### config.mk
export PLATFORM = sky130hd
export DESIGN_NAME = dht11_pulse_frame_decoder_core
export DESIGN_NICKNAME = d
export VERILOG_FILES = /design/src/hdl/dhtpfd_pkg.sv /design/src/hdl/dhtpfd_frame.sv /design/src/hdl/dht11_pulse_frame_decoder_core.sv
export VERILOG_INCLUDE_DIRS = /design/src /design/src/hdl
export SDC_FILE = /design/constraint.sdc
export NUM_CORES = 1
export LEC_CHECK = 0
export ABC_AREA = 1
export BUFFER_PORTS_ARGS = -buffer_cell sky130_fd_sc_hd__buf_2
export CAP_MARGIN = 20
export CORE_MARGIN = 4
export CORE_UTILIZATION = 59
export DETAILED_ROUTE_END_ITERATION = 10
export PLACE_DENSITY = 0.8
export SLEW_MARGIN = 20
export SYNTH_ARGS = -nofsm -noshare
export SYNTH_HDL_FRONTEND = slang
export SYNTH_HIERARCHICAL = 1
export SYNTH_SLANG_ARGS = --single-unit
### constraint.sdc
create_clock -name clk -period 3.9 [get_ports clk]
set_input_delay 0.39 -clock clk [delete_from_list [all_inputs] [get_ports clk]]
set_output_delay 0.39 -clock clk [all_outputs]
set_load 0.05 [all_outputs]
### src/hdl/dht11_pulse_frame_decoder_core_macros.svh
// Assertion macros shared by the decoder RTL.
`ifndef DHT11_PULSE_FRAME_DECODER_CORE_MACROS_SVH
`define DHT11_PULSE_FRAME_DECODER_CORE_MACROS_SVH

// Same-cycle implication under reset.
`define DHTPFD_ASSERT_NOW(label, clk, rst_n, ante, cons, msg) \
	label: assert property (@(posedge clk) disable iff (!(rst_n)) (ante) |-> (cons)) \
		else $error(msg);

// Next-cycle implication under reset.
`define DHTPFD_ASSERT_NEXT(label, clk, rst_n, ante, cons, msg) \
	label: assert property (@(posedge clk) disable iff (!(rst_n)) (ante) |=> (cons)) \
		else $error(msg);

`endif

### src/hdl/dhtpfd_pkg.sv
package dhtpfd_pkg;

	localparam int unsigned ThreshBits = 16;
	localparam int unsigned PosBits = 6;

	localparam logic [PosBits-1:0] HumLastBit = 6'd7;
	localparam logic [PosBits-1:0] TempLastBit = 6'd23;
	localparam logic [PosBits-1:0] FrameLastBit = 6'd39;

	localparam logic CfgStartThreshold = 1'b0;
	localparam logic CfgOneThreshold = 1'b1;

	localparam logic [ThreshBits-1:0] StartThresholdRst = 16'd80;
	localparam logic [ThreshBits-1:0] OneThresholdRst = 16'd40;

	typedef struct packed {
		logic [7:0] humidity;
		logic [7:0] temperature;
		logic [7:0] checksum;
		logic       checksum_ok;
	} result_t;

endpackage

### src/hdl/dhtpfd_frame.sv
module dhtpfd_frame (
	input  logic                                  clk,
	input  logic                                  arst_n,
	input  logic                                  step,
	input  logic [dhtpfd_pkg::ThreshBits-1:0]     pulse_width,
	input  logic [dhtpfd_pkg::ThreshBits-1:0]     start_threshold,
	input  logic [dhtpfd_pkg::ThreshBits-1:0]     one_threshold,
	output logic                                  res_valid,
	output dhtpfd_pkg::result_t                   res
);

	logic [dhtpfd_pkg::PosBits-1:0] bit_pos_q;
	logic [7:0]                     byte_shift_q;
	logic [7:0]                     hum_hold_q;
	logic [7:0]                     temp_hold_q;

	logic       is_start;
	logic       is_data;
	logic [7:0] shift_next;
	logic [8:0] sum;

	always_comb begin
		is_start = (pulse_width >= start_threshold);
		is_data = !is_start && (bit_pos_q <= dhtpfd_pkg::FrameLastBit);
		shift_next = byte_shift_q;
		shift_next[3'd7 - bit_pos_q[2:0]] = (pulse_width > one_threshold);
		sum = {1'b0, hum_hold_q} + {1'b0, temp_hold_q};
		res_valid = is_data && (bit_pos_q == dhtpfd_pkg::FrameLastBit);
		res.humidity = hum_hold_q;
		res.temperature = temp_hold_q;
		res.checksum = shift_next;
		res.checksum_ok = ({1'b0, shift_next} == sum);
	end

	always_ff @(posedge clk or negedge arst_n) begin
		if (!arst_n) begin
			bit_pos_q <= '0;
			byte_shift_q <= '0;
			hum_hold_q <= '0;
			temp_hold_q <= '0;
		end else if (step) begin
			if (is_start) begin
				bit_pos_q <= '0;
			end else if (is_data) begin
				bit_pos_q <= bit_pos_q + 6'd1;
				byte_shift_q <= shift_next;
				if (bit_pos_q == dhtpfd_pkg::HumLastBit) begin
					hum_hold_q <= shift_next;
				end
				if (bit_pos_q == dhtpfd_pkg::TempLastBit) begin
					temp_hold_q <= shift_next;
				end
			end
		end
	end

endmodule

### src/hdl/dht11_pulse_frame_decoder_core.sv
// DHT11 single-wire frame decoder. Each input word is one measured high-pulse
// width in timer ticks; only its low WIDTH_BITS bits count. A width at or above
// start_threshold restarts the frame, a shorter one is a data bit (1 when above
// one_threshold), packed MSB first. On the fortieth data bit one output word
// carries humidity (byte 0), temperature (byte 2), the received checksum
// (byte 4) and checksum_ok, set when the checksum equals the unwrapped sum of
// humidity and temperature. Data pulses after that are dropped until the next
// start. One input word is taken every clock while in_stall is low: a word is
// registered, decoded from that register and lands in the output register,
// or in the skid entry when the output register is held. A two-entry output
// buffer keeps input flowing while out_stall is high; input stalls only when
// both entries are full. Thresholds reset to 80 and 40 and must be written
// while the block is idle.
module dht11_pulse_frame_decoder_core #(
	parameter int unsigned WIDTH_BITS = 16
) (
	input  logic        clk,
	input  logic        arst_n,
	input  logic        cfg_we,
	input  logic        cfg_index,
	input  logic [15:0] cfg_data,
	input  logic        in_valid,
	output logic        in_stall,
	input  logic [15:0] pulse_width,
	output logic        out_valid,
	input  logic        out_stall,
	output logic [7:0]  humidity,
	output logic [7:0]  temperature,
	output logic [7:0]  checksum,
	output logic        checksum_ok
);

	`include "dht11_pulse_frame_decoder_core_macros.svh"

	localparam int unsigned UsedBits =
		(WIDTH_BITS < dhtpfd_pkg::ThreshBits) ? WIDTH_BITS : dhtpfd_pkg::ThreshBits;

	logic [dhtpfd_pkg::ThreshBits-1:0] start_thresh_q;
	logic [dhtpfd_pkg::ThreshBits-1:0] one_thresh_q;

	logic                              valid_s1;
	logic [dhtpfd_pkg::ThreshBits-1:0] width_s1;

	logic                 out_valid_q;
	dhtpfd_pkg::result_t  out_q;
	logic                 skid_valid_q;
	dhtpfd_pkg::result_t  skid_q;

	logic                 advance;
	logic                 pop;
	logic                 res_valid;
	dhtpfd_pkg::result_t  res;

	always_ff @(posedge clk or negedge arst_n) begin
		if (!arst_n) begin
			start_thresh_q <= dhtpfd_pkg::StartThresholdRst;
			one_thresh_q <= dhtpfd_pkg::OneThresholdRst;
		end else if (cfg_we) begin
			case (cfg_index)
				dhtpfd_pkg::CfgStartThreshold: start_thresh_q <= cfg_data;
				dhtpfd_pkg::CfgOneThreshold:   one_thresh_q <= cfg_data;
				default: ;
			endcase
		end
	end

	assign advance = valid_s1 && !skid_valid_q;
	assign in_stall = valid_s1 && skid_valid_q;
	assign pop = out_valid_q && !out_stall;

	// hold the input word
	always_ff @(posedge clk or negedge arst_n) begin
		if (!arst_n) begin
			valid_s1 <= 1'b0;
		end else if (!in_stall) begin
			valid_s1 <= in_valid;
		end
	end

	always_ff @(posedge clk) begin
		if (in_valid && !in_stall) begin
			width_s1 <= dhtpfd_pkg::ThreshBits'(pulse_width[UsedBits-1:0]);
		end
	end

	dhtpfd_frame u_frame (
		.clk             (clk),
		.arst_n          (arst_n),
		.step            (advance),
		.pulse_width     (width_s1),
		.start_threshold (start_thresh_q),
		.one_threshold   (one_thresh_q),
		.res_valid       (res_valid),
		.res             (res)
	);

	// output register plus skid entry
	always_ff @(posedge clk or negedge arst_n) begin
		if (!arst_n) begin
			out_valid_q <= 1'b0;
			skid_valid_q <= 1'b0;
		end else begin
			if (skid_valid_q) begin
				if (pop) begin
					out_valid_q <= 1'b1;
					skid_valid_q <= 1'b0;
				end
			end else if (advance && res_valid) begin
				if (out_valid_q && !pop) begin
					skid_valid_q <= 1'b1;
				end else begin
					out_valid_q <= 1'b1;
				end
			end else if (pop) begin
				out_valid_q <= 1'b0;
			end
		end
	end

	always_ff @(posedge clk) begin
		if (skid_valid_q) begin
			if (pop) begin
				out_q <= skid_q;
			end
		end else if (advance && res_valid) begin
			if (out_valid_q && !pop) begin
				skid_q <= res;
			end else begin
				out_q <= res;
			end
		end
	end

	assign out_valid = out_valid_q;
	assign humidity = out_q.humidity;
	assign temperature = out_q.temperature;
	assign checksum = out_q.checksum;
	assign checksum_ok = out_q.checksum_ok;

	`DHTPFD_ASSERT_NOW(a_skid_behind_out, clk, arst_n, skid_valid_q, out_valid_q,
		"skid entry full while output register empty")
	`DHTPFD_ASSERT_NEXT(a_blocked_word_kept, clk, arst_n, valid_s1 && skid_valid_q,
		valid_s1, "input word lost while output buffer full")
	`DHTPFD_ASSERT_NOW(a_flag_matches, clk, arst_n, out_valid_q,
		checksum_ok == ({1'b0, checksum} == ({1'b0, humidity} + {1'b0, temperature})),
		"checksum flag disagrees with result bytes")

endmodule

==> qor.csv, run 1 <==
metric,value,unit
ys.flop_type,edfxtp_1,
final_nets,836,
status,completed,
tightest_slew,0.962,ns
r2r-start,width_s1[11],
drt-pass1-iter-count,5,
min_from,pulse_width[8],
floorplan.rows,38,
filler_cell_count,782,
antenna_found_initial,0,
numCtsBuffers,17,
cap_violations,0,
drt_iter0_drc,358,
netlist_area,0.00652,mm2
synthCells,681,
synth.distinct_cells,36,
ant_nets,0,
fp.dieH,113,um
crit_fanout,25,
initial_utilization,0.602,
required,4.09,ns
cp_cell_sequence,ha_1 > a21oi_1 > o21ai_0 > a21oi_1 > nand3_1 > nor3_1 > a21o_1 > nand2_1 > nor2_2 > buf_4,
max_freq,0.362,GHz
synth_nets,761,
yosysSeqAreaShare,0.554,
hold_viol_final,0,
cts_tree,built,
grt_max_degree,36,
vias,4865,
vias_per_cell,5.35,
post-route-period-util,0.709,
crit_path_frequent_cell,a21oi_1,
clockRootBuffer,clkbuf_8,
fp.dieW,113,um
io_pins,65,
highest_layer,met4,
arrival,2.96,ns
async_flop_share,0.496,
wl_met2,7070,um
synth-edff-count,66,
track_usage,0.233,
ys_ff_latch,131,
cp-startpoint,width_s1[11],
power.leakage,3.78,nW
slowest_stage,edfxtp_1,
cellPowerDensity,528,mW/mm2
crit_type,reg -> reg,
crit_path_start_kind,register,
clk_latency,0.53,ns
syn_avg_cell_area,9.58,um2
end_kind,register,
wl_per_cell,15.3,um
core_area,0.0108,mm2
cts_max_path_buffers,2,
final_cells,909,
multi_input_area,0.00246,mm2
maxSlewViolCount,0,
clk_pin_slew,0.06,ns
routed_wl,13900,um
grt_pass1_vias,4918,
cts-resized-gates,0,
htree_levels,4,
drc_errors,0,
portBuffers,64,
min_path_type,in -> reg,
relSlewSlack,0.359,
wl_met3,755,um
fin_setup_tns,0,ns
antenna_cells,0,
die_area,0.0128,mm2
dp_hpwl,9320,um
finalClockSkew,0.0113,ns
fin_hold_ws,0.0390,ns
vdd_drop_max,0.530,mV
finalSetupViolations,0,
cts.sinks,131,
grt_pass1_wl,23200,um
critPathMaxStageDelay,0.42,ns
place_inst,876,
power,3.99,mW
rsz0062_at_grt,false,
gp_congestion,0.871,
drive_gt1_frac,0.194,
fin_crit,2.77,ns
syn_to_final_growth,15.9,%
wl_met1,5750,um
ys_warn_count,6,
register_area,0.00361,mm2
gr-total-overflow,0,
==> cell families (layout without fill, tap and decap cells) <==
family,count (synthesis),after routing,synth area share
xor+xnor,9,9,0.0121
fa+ha+maj,42,42,0.0817
flops,131,131,0.554
simple gates,321,321,0.206
buf+inv,100,188,0.0687
compound gates,78,78,0.0769
==> cell usage in the layout (no fill, tap or decap), types with 5 or more instances in the layout <==
master	n
edfxtp_1	66
a21oi_1	22
clkbuf_16	16
nor2_1	24
nor3_1	9
nor2_2	6
o21ai_2	23
inv_1	84
dfrtp_1	61
nand3_1	27
nand2_2	7
nand2_1	236
xor2_1	8
buf_2	64
o21ai_1	10
ha_1	41
nand4_1	5
o21ai_0	17
==> power by group <==
part	total, mW	internal, mW	switching (mW)	leakage (nW)
Combinational	0.673	0.216	0.457	1.98
Sequential	1.65	1.59	0.0669	1.50
Clock	1.66	1.07	0.591	0.300
==> sequential cells by signal (all words and copies together), names as in the netlist <==
register,cells
one_thresh_q,16
start_thresh_q,16
skid_q,25
u_frame/bit_pos_q,6
u_frame/temp_hold_q,8
checksum_ok,1
valid_s1,1
temperature,8
checksum,8
u_frame/hum_hold_q,8
humidity,8
width_s1,16
u_frame/byte_shift_q,8
skid_valid_q,1
out_valid,1
==> critical path: cells and delay by family (launching register included) <==
family,cells,cell delay (ns)
adders and majority gates,1,0.35
and+or+nand+nor,4,0.60
buffers and inverters,1,0.32
DFF,1,0.42
AOI/OAI and AO/OA,4,0.73
==> final cells by class <==
type | count | share of cell area
Sequential cell | 131 | 0.478
Multi-Input combinational cell | 450 | 0.326
Clock buffer | 20 | 0.0589
Timing Repair Buffer | 69 | 0.0477
Inverter | 87 | 0.0432
Clock inverter | 12 | 0.0232
Tap cell | 140 | 0.0232
==> path summary, 6_finish.rpt <==
kind / to / slack (ns) / cells after the start
max: checksum[0] / 1.13 / 10
min: width_s1[8] / 0.04 / 1
max reg2reg: checksum[0] / 1.13 / 10
min reg2reg: u_frame/byte_shift_q[3] / 0.48 / 2
max in group asynchronous: u_frame/byte_shift_q[6] / 2.52 / 3
min in group asynchronous: one_thresh_q[13] / 0.49 / 2
==> through the flow <==
step	setup slack [ns]	cell area [um2]	utilization
6_report	1.13	7560	0.697
3_3_place_gp	1.40	6930	0.639
2_1_floorplan	0.790	6520	-
3_5_place_dp	1.28	6930	0.639
4_1_cts	1.16	7560	0.697
5_1_grt	0.936	7560	0.697
==> routing by layer <==
metal | up-vias | GRT usage
met5 | - | 0
met2 | 141 | 0.396
met1 | 2333 | 0.285
li1 | 2369 | -
met3 | 22 | 0.0572
met4 | 0 | 0.0946
==> timing repair <==
action                                 CTS  global route
hold buffers                             1             0
buffers inserted                         0             0
endpoints found under the hold margin   30             0
==> cell usage after synthesis (2+ instances only) <==
cell type | number | area (um2)
a21oi_1 | 22 | 110
nor2_2 | 4 | 25.0
edfxtp_1 | 66 | 1980
dfrtp_1 | 61 | 1530
nand2_2 | 7 | 43.8
a21o_1 | 2 | 15.0
nor3_1 | 9 | 45.0
nand4_1 | 5 | 31.3
o21ai_0 | 17 | 85.1
inv_1 | 84 | 315
buf_6 | 7 | 78.8
dfstp_2 | 4 | 105
buf_2 | 4 | 20.0
xor2_1 | 8 | 70.1
inv_2 | 2 | 7.51
nor2_1 | 26 | 97.6
nand2_4 | 2 | 22.5
nand2_1 | 236 | 886
nand3_1 | 27 | 135
o21ai_1 | 10 | 50.1
o21ai_2 | 23 | 201
ha_1 | 41 | 513
(Power assumes the default switching activity.)
==> run 2: changes to the inputs <==
ABC_AREA = 0   (was 1)
clock period = 2.8 ns   (was 3.9 ns; I/O delays follow)
==> run 2 against run 1 <==
Net effect:
- the run now ends with setup timing left
- via count shrank 1.4%
- wire length grew 33%
- register-to-register slack lost 1.7 ns
- power grew 56%
- critical path depth grew 2
- sequential cell count is the same
- cell area grew 13%
- die area shrank 2.4%
- non-clock buffer count grew 89
- worst hold slack lost 0.0084 ns
- global-route usage grew 5.5 points
- critical path type unchanged
- critical endpoint is now checksum_ok
==> qor.csv, run 2 <==
metric,value,unit
end_kind,register,
grt_pass1_vias,5003,
numCtsBuffers,17,
vias,4797,
hold_viol_final,0,
required,3.08,ns
synth-edff-count,66,
final_nets,699,
min_path_type,in -> reg,
synth_top_area_share,0.312,
wl_per_cell,24.1,um
grt_max_degree,31,
finalClockSkew,0.00951,ns
final_common_cell,edfxtp_1,
hold_path_depth,2,
r2r-end,checksum_ok,
r2r-start,one_thresh_q[15],
tightest_slew,0.694,ns
cts.sinks,131,
relSlewSlack,0.537,
holdPathEnd,start_thresh_q[5],
syn_to_final_growth,34.0,%
power.leakage,3.94,nW
clockRootBuffer,clkbuf_8,
fin_hold_ws,0.0306,ns
core_area,0.0104,mm2
vdd_drop_max,0.440,mV
ys_ff_latch,131,
track_usage,0.287,
die_area,0.0125,mm2
gr-total-overflow,0,
fp.dieW,112,um
status,"finished, violations left",
worst_slack,-0.563,ns
post-route-period-util,1.20,
initial_utilization,0.610,
largest_register_ffs,25,
portBuffers,64,
filler_cell_count,506,
routed_wl,18500,um
fin_crit,3.36,ns
power,6.21,mW
violations,setup timing,
cp_cell_sequence,inv_1 > ha_1 > nand4_1 > nor2_1 > a221o_1 > o31a_1 > buf_4 > xor2_1 > a21oi_1 > o211ai_1 > nor3_2 > mux2_2,
arrival,3.64,ns
drt_iter0_drc,489,
ys_warn_count,6,
vias_per_cell,6.25,
cap_violations,0,
max_freq,0.297,GHz
io_pins,65,
antenna_found_initial,0,
stdcell_area,0.00851,mm2
cts_tree,built,
critPathMaxStageDelay,0.47,ns
finalSetupViolations,90,
cellPowerDensity,730,mW/mm2
htree_levels,4,
ant_nets,0,
synth_nets,533,
clk_latency,0.54,ns
r2r_cells,12,
final_util,0.817,
antenna_cells,0,
path_buf_inv,2,
drt-pass1-iter-count,5,
dp_hpwl,9040,um
yosysSeqAreaShare,0.569,
synth.distinct_cells,54,
r2r_setup_slack,-0.56,ns
crit_type,reg -> reg,
synth_top_cells_by_count,"mux2_2 (68), edfxtp_1 (66), dfrtp_1 (61)",
min_from,cfg_data[5],
clk_pin_slew,0.07,ns
netlist_area,0.00636,mm2
ys.flop_type,edfxtp_1,
drc_errors,0,
synth_most_common_cell,mux2_2,
path_depth,12,
drive_gt1_frac,0.448,
cts_max_path_buffers,2,
crit_family,compound AO/OA/AOI/OAI gates,
slowest_stage,dfrtp_1,
crit_path_start_kind,register,
async_flop_share,0.496,
maxSlewViolCount,0,
ys_top_cells_by_area,"edfxtp_1 (31%), dfrtp_1 (24%), mux2_2 (12%)",
rsz0062_at_grt,true,
largest_register,skid_q,
gp_congestion,0.968,
syn_avg_cell_area,14.0,um2
floorplan.rows,37,
netlist.top_cell.by_area,edfxtp_1,
crit_fanout,4,
grt_pass1_wl,27300,um
synthCells,453,
fp.dieH,112,um
final_cell_mix,"edfxtp_1 (66), buf_2 (64), mux2_2 (61), dfrtp_1 (61), buf_4 (42)",
place_area,0.00710,mm2
## run 2: cell types whose count changed after synthesis, moves of 7 or more
cell,previous run,this run
nand2_1,236,14
mux2_2,0,68
inv_1,84,35
nand3_1,27,4
o21ai_2,23,0
mux2_4,0,19
nor2_1,26,14
o21ai_1,10,0
a21o_1,2,9
o21ai_0,17,10
## run 2: where the power goes
group / switching, mW / total, mW / internal (mW)
Sequential: 0.200 / 2.45 / 2.25
Clock: 0.877 / 2.13 / 1.26
Combinational: 0.784 / 1.63 / 0.842
## run 2: cells by family (layout without fill, tap and decap cells)
group | after synthesis | after routing | synth area share
muxes | 89 | 89 | 0.169
buffers and inverters | 47 | 224 | 0.0325
xor gates and xnor gates | 15 | 15 | 0.0207
adders and majority gates | 42 | 42 | 0.0839
and+or+nand+nor | 70 | 70 | 0.0593
AOI/OAI and AO/OA | 59 | 60 | 0.0665
DFF | 131 | 131 | 0.569
## run 2: layout make-up
class	instances	area [um2]	share of cell area
Sequential cell	131	3610	0.424
Inverter	35	135	0.0159
Tap cell	136	170	0.0200
Timing Repair Buffer	158	1300	0.153
Clock buffer	17	414	0.0486
Clock inverter	14	139	0.0163
Multi-Input combinational cell	276	2740	0.322
## run 2: worst max-delay path by stage
stage	from	slack [ns]	to
final	one_thresh_q[15]	-0.56	checksum_ok
after global routing	one_thresh_q[15]	-0.54	checksum_ok
after CTS	width_s1[9]	-0.15	checksum_ok
after detailed placement	width_s1[13]	-0.43	checksum_ok
after global placement	one_thresh_q[5]	-0.05	checksum_ok
after floorplan	width_s1[0]	0.01	checksum[0]
## run 2: metrics by stage
stage          setup TNS, ns  instances  setup slack, ns
6_report              -20.23        767           -0.563
5_1_grt               -26.06        767           -0.543
4_1_cts                -4.62        761           -0.147
3_5_place_dp           -1.22        676           -0.426
3_3_place_gp          -0.335        676          -0.0499
2_1_floorplan              0        453           0.0150
## run 2: repair_timing
action	in CTS	in global routing
gates cloned	5	0
pin swaps	18	7
endpoints found under the hold margin	69	0
buffers inserted	17	6
hold buffers	32	0
endpoints found under the setup margin	72	87
resized for setup	34	18
## run 2: worst reg2reg max path: cells and delay by family, from the launching register on
kind	cells	cell delay, ns
AO/OA/AOI/OAI	4	1.11
flip-flops	1	0.47
AND/OR/NAND/NOR	3	0.46
adder cells (fa/ha/maj)	1	0.35
multiplexers	1	0.30
buffers and inverters	2	0.29
XOR/XNOR	1	0.14
## run 2: layer usage
layer  vias up  track usage  routed length [um]
li1       2002            -                   -
met1      2377        0.349                6880
met2       319        0.480                9160
met3        99       0.0658                1440
met4         0        0.148                 990
met5         -            0                   0
==> run 3: changes to the inputs <==
SYNTH_HIERARCHICAL = unset   (was 1)
==> run 3 against run 2 <==
Net effect:
- the flow still finishes with violations (setup timing)
- via count shrank 8.6%
- sequential power is essentially flat
- worst setup slack gained 0.51 ns
- largest power group unchanged
- register-to-register slack gained 0.51 ns
- highest routed layer unchanged
- cell count grew 2.2%
- power grew 1.6%
- sequential share of layout area is essentially flat
==> qor.csv, run 3 <==
metric,value,unit
r2r-end,skid_q[23],
synth.distinct_cells,68,
path_buf_inv,2,
post-route-period-util,1.02,
place_area,0.00722,mm2
largest_register_ffs,25,
crit_family,compound AO/OA/AOI/OAI gates,
arrival,3.07,ns
clk_latency,0.52,ns
violations,setup timing,
slowest_stage,or4_4,
dp_hpwl,8980,um
path_depth,11,
ant_nets,0,
yosysSeqAreaShare,0.566,
htree_levels,4,
drt_iter0_drc,196,
cts.sinks,131,
fin_hold_ws,0.00426,ns
antenna_cells,0,
status,"finished, violations left",
p_switching,1.77,mW
vias_per_cell,5.59,
fp.dieH,112,um
final_util,0.817,
fin_setup_tns,-2.08,ns
initial_utilization,0.613,
fp.dieW,112,um
core_area,0.0104,mm2
syn_avg_cell_area,13.3,um2
drc_errors,0,
crit_fanout,25,
cp_cell_sequence,ha_1 > a21o_1 > a21o_1 > a21oi_1 > o21ai_1 > a21oi_2 > o21ai_4 > or4_4 > buf_4 > nor2_4 > buf_12,
p_clk_frac,0.341,
end_kind,register,
clk_pin_slew,0.06,ns
rsz0062_at_grt,true,
tightest_slew,0.867,ns
r2r_setup_slack,-0.05,ns
die_area,0.0125,mm2
ys_ff_latch,131,
gp_congestion,0.832,
endpoint,skid_q[23],
finalClockSkew,0.0129,ns
numCtsBuffers,17,
ys.flop_type,edfxtp_1,
final_common_cell,edfxtp_1,
io_pins,65,
min_path_type,in -> reg,
track_usage,0.235,
crit_path_frequent_cell,a21o_1,
final_cell_mix,"edfxtp_1 (66), buf_2 (64), mux2_2 (61), dfrtp_1 (61), buf_4 (42)",
p_int,4.54,mW
cellPowerDensity,742,mW/mm2
ys_warn_count,0,
cap_violations,0,
cp-startpoint,width_s1[5],
synth_nets,561,
cts_max_path_buffers,2,
required,3.02,ns
synth_most_common_cell,mux2_2,
r2r-start,width_s1[5],
crit_path_start_kind,register,
antenna_found_initial,0,
netlist.top_cell.by_area,edfxtp_1,
portBuffers,64,
power_frac_seq,0.388,
power.leakage,3.80,nW
drt-pass1-iter-count,5,
vdd_drop_max,0.554,mV
vias,4384,
synthCells,481,
wl_per_cell,18.4,um
critPathMaxStageDelay,0.46,ns
synth_top_area_share,0.310,
floorplan.rows,37,
grt_max_degree,66,
cts_tree,built,
max_freq,0.351,GHz
clockRootBuffer,clkbuf_8,
finalSetupViolations,50,
syn_to_final_growth,33.3,%
maxSlewViolCount,0,
relSlewSlack,0.422,
routed_wl,14400,um
fin_crit,2.85,ns
synth-edff-count,66,
hold_viol_final,0,
stdcell_area,0.00851,mm2
final_nets,715,
p_sw_frac,0.280,
combPwrFrac,0.271,
netlist_area,0.00638,mm2
crit_type,reg -> reg,
worst_slack,-0.0497,ns
r2r_cells,11,
largest_register,skid_q,
grt_pass1_wl,23300,um
async_flop_share,0.496,
drive_gt1_frac,0.414,
ys_top_cells_by_area,"edfxtp_1 (31%), dfrtp_1 (24%), mux2_2 (12%)",
gr-total-overflow,0,
grt_pass1_vias,4782,
synth_top_cells_by_count,"mux2_2 (70), edfxtp_1 (66), dfrtp_1 (61)",
run 3: changes by cell type in the layout (fill, tap and decap cells not counted), moves of 4 or more:
cell      change
buf_16        -4
clkbuf_1      +5
buf_6         -8
ha_1          -8
ha_4          +5
mux2_4       -17
nand2_1      +24
o21ai_0      +14
run 3: metal layers:
| metal | wire length (um) | vias up | global-route usage |
|---|---|---|---|
| met5 | 0 | - | 0 |
| met4 | 267 | 0 | 0.100 |
| met3 | 629 | 21 | 0.0491 |
| met2 | 7810 | 117 | 0.431 |
| met1 | 5720 | 2164 | 0.266 |
| li1 | - | 2082 | - |
run 3: worst min-delay path by stage:
stage,startpoint,cells past startpoint,to
floorplan,arst_n,0,one_thresh_q[0]
global placement,pulse_width[10],1,width_s1[10]
detailed placement,pulse_width[5],1,width_s1[5]
CTS,cfg_data[1],3,start_thresh_q[1]
global route,cfg_data[1],3,start_thresh_q[1]
finish,cfg_data[2],3,start_thresh_q[2]
run 3: kinds of logic after synthesis:
group                    synth area share
flip-flops                          0.566
AND/OR/NAND/NOR                    0.0845
XOR/XNOR                           0.0194
buffers and inverters              0.0274
multiplexers                        0.128
adder cells (fa/ha/maj)            0.0835
AO/OA/AOI/OAI                      0.0910
run 3: layout make-up:
| cell class | instances | area, um2 |
|---|---|---|
| tap | 136 | 170 |
| fill | 535 | 1910 |
| clock buffer | 22 | 433 |
| sequential | 131 | 3610 |
| multi-input combinational | 304 | 2930 |
| clock inverter | 10 | 134 |
| inverter | 36 | 135 |
| timing repair buffer | 145 | 1090 |
run 3: power groups by stage:
stage	clock network, mW	registers (mW)	logic [mW]
detailed placement	0	2.47	1.39
floorplan	0	2.40	0.989
finish	2.15	2.45	1.71
global route	2.27	2.47	1.86
global placement	0	2.45	1.31
CTS	2.16	2.44	1.57
run 3: through the flow:
| stage | setup slack, ns | power [mW] | std cells |
|---|---|---|---|
| 5_1_grt | -0.103 | 6.60 | 784 |
| 2_1_floorplan | -0.0653 | 3.39 | 481 |
| 3_3_place_gp | -0.0721 | 3.77 | 709 |
| 3_5_place_dp | -0.195 | 3.85 | 709 |
| 6_report | -0.0497 | 6.31 | 784 |
| 4_1_cts | -0.0204 | 6.17 | 776 |
run 3: worst reg2reg max path: stages, from the launching register on:
cell	delay [ns]
edfxtp_1	0.40
ha_1	0.33
a21o_1	0.18
a21o_1	0.16
a21oi_1	0.15
o21ai_1	0.11
a21oi_2	0.17
o21ai_4	0.09
or4_4	0.46
buf_4	0.17
nor2_4	0.11
buf_12	0.19
run 3: what timing repair did:
| item | 4_1_cts | 5_1_grt |
|---|---|---|
| setup buffers | 4 | 6 |
| cloned | 0 | 2 |
| hold buffers | 31 | 0 |
| pin swaps | 13 | 8 |
| endpoints found under the hold margin | 94 | 0 |
| resized for setup | 25 | 29 |
| endpoints found under the setup margin | 46 | 74 |
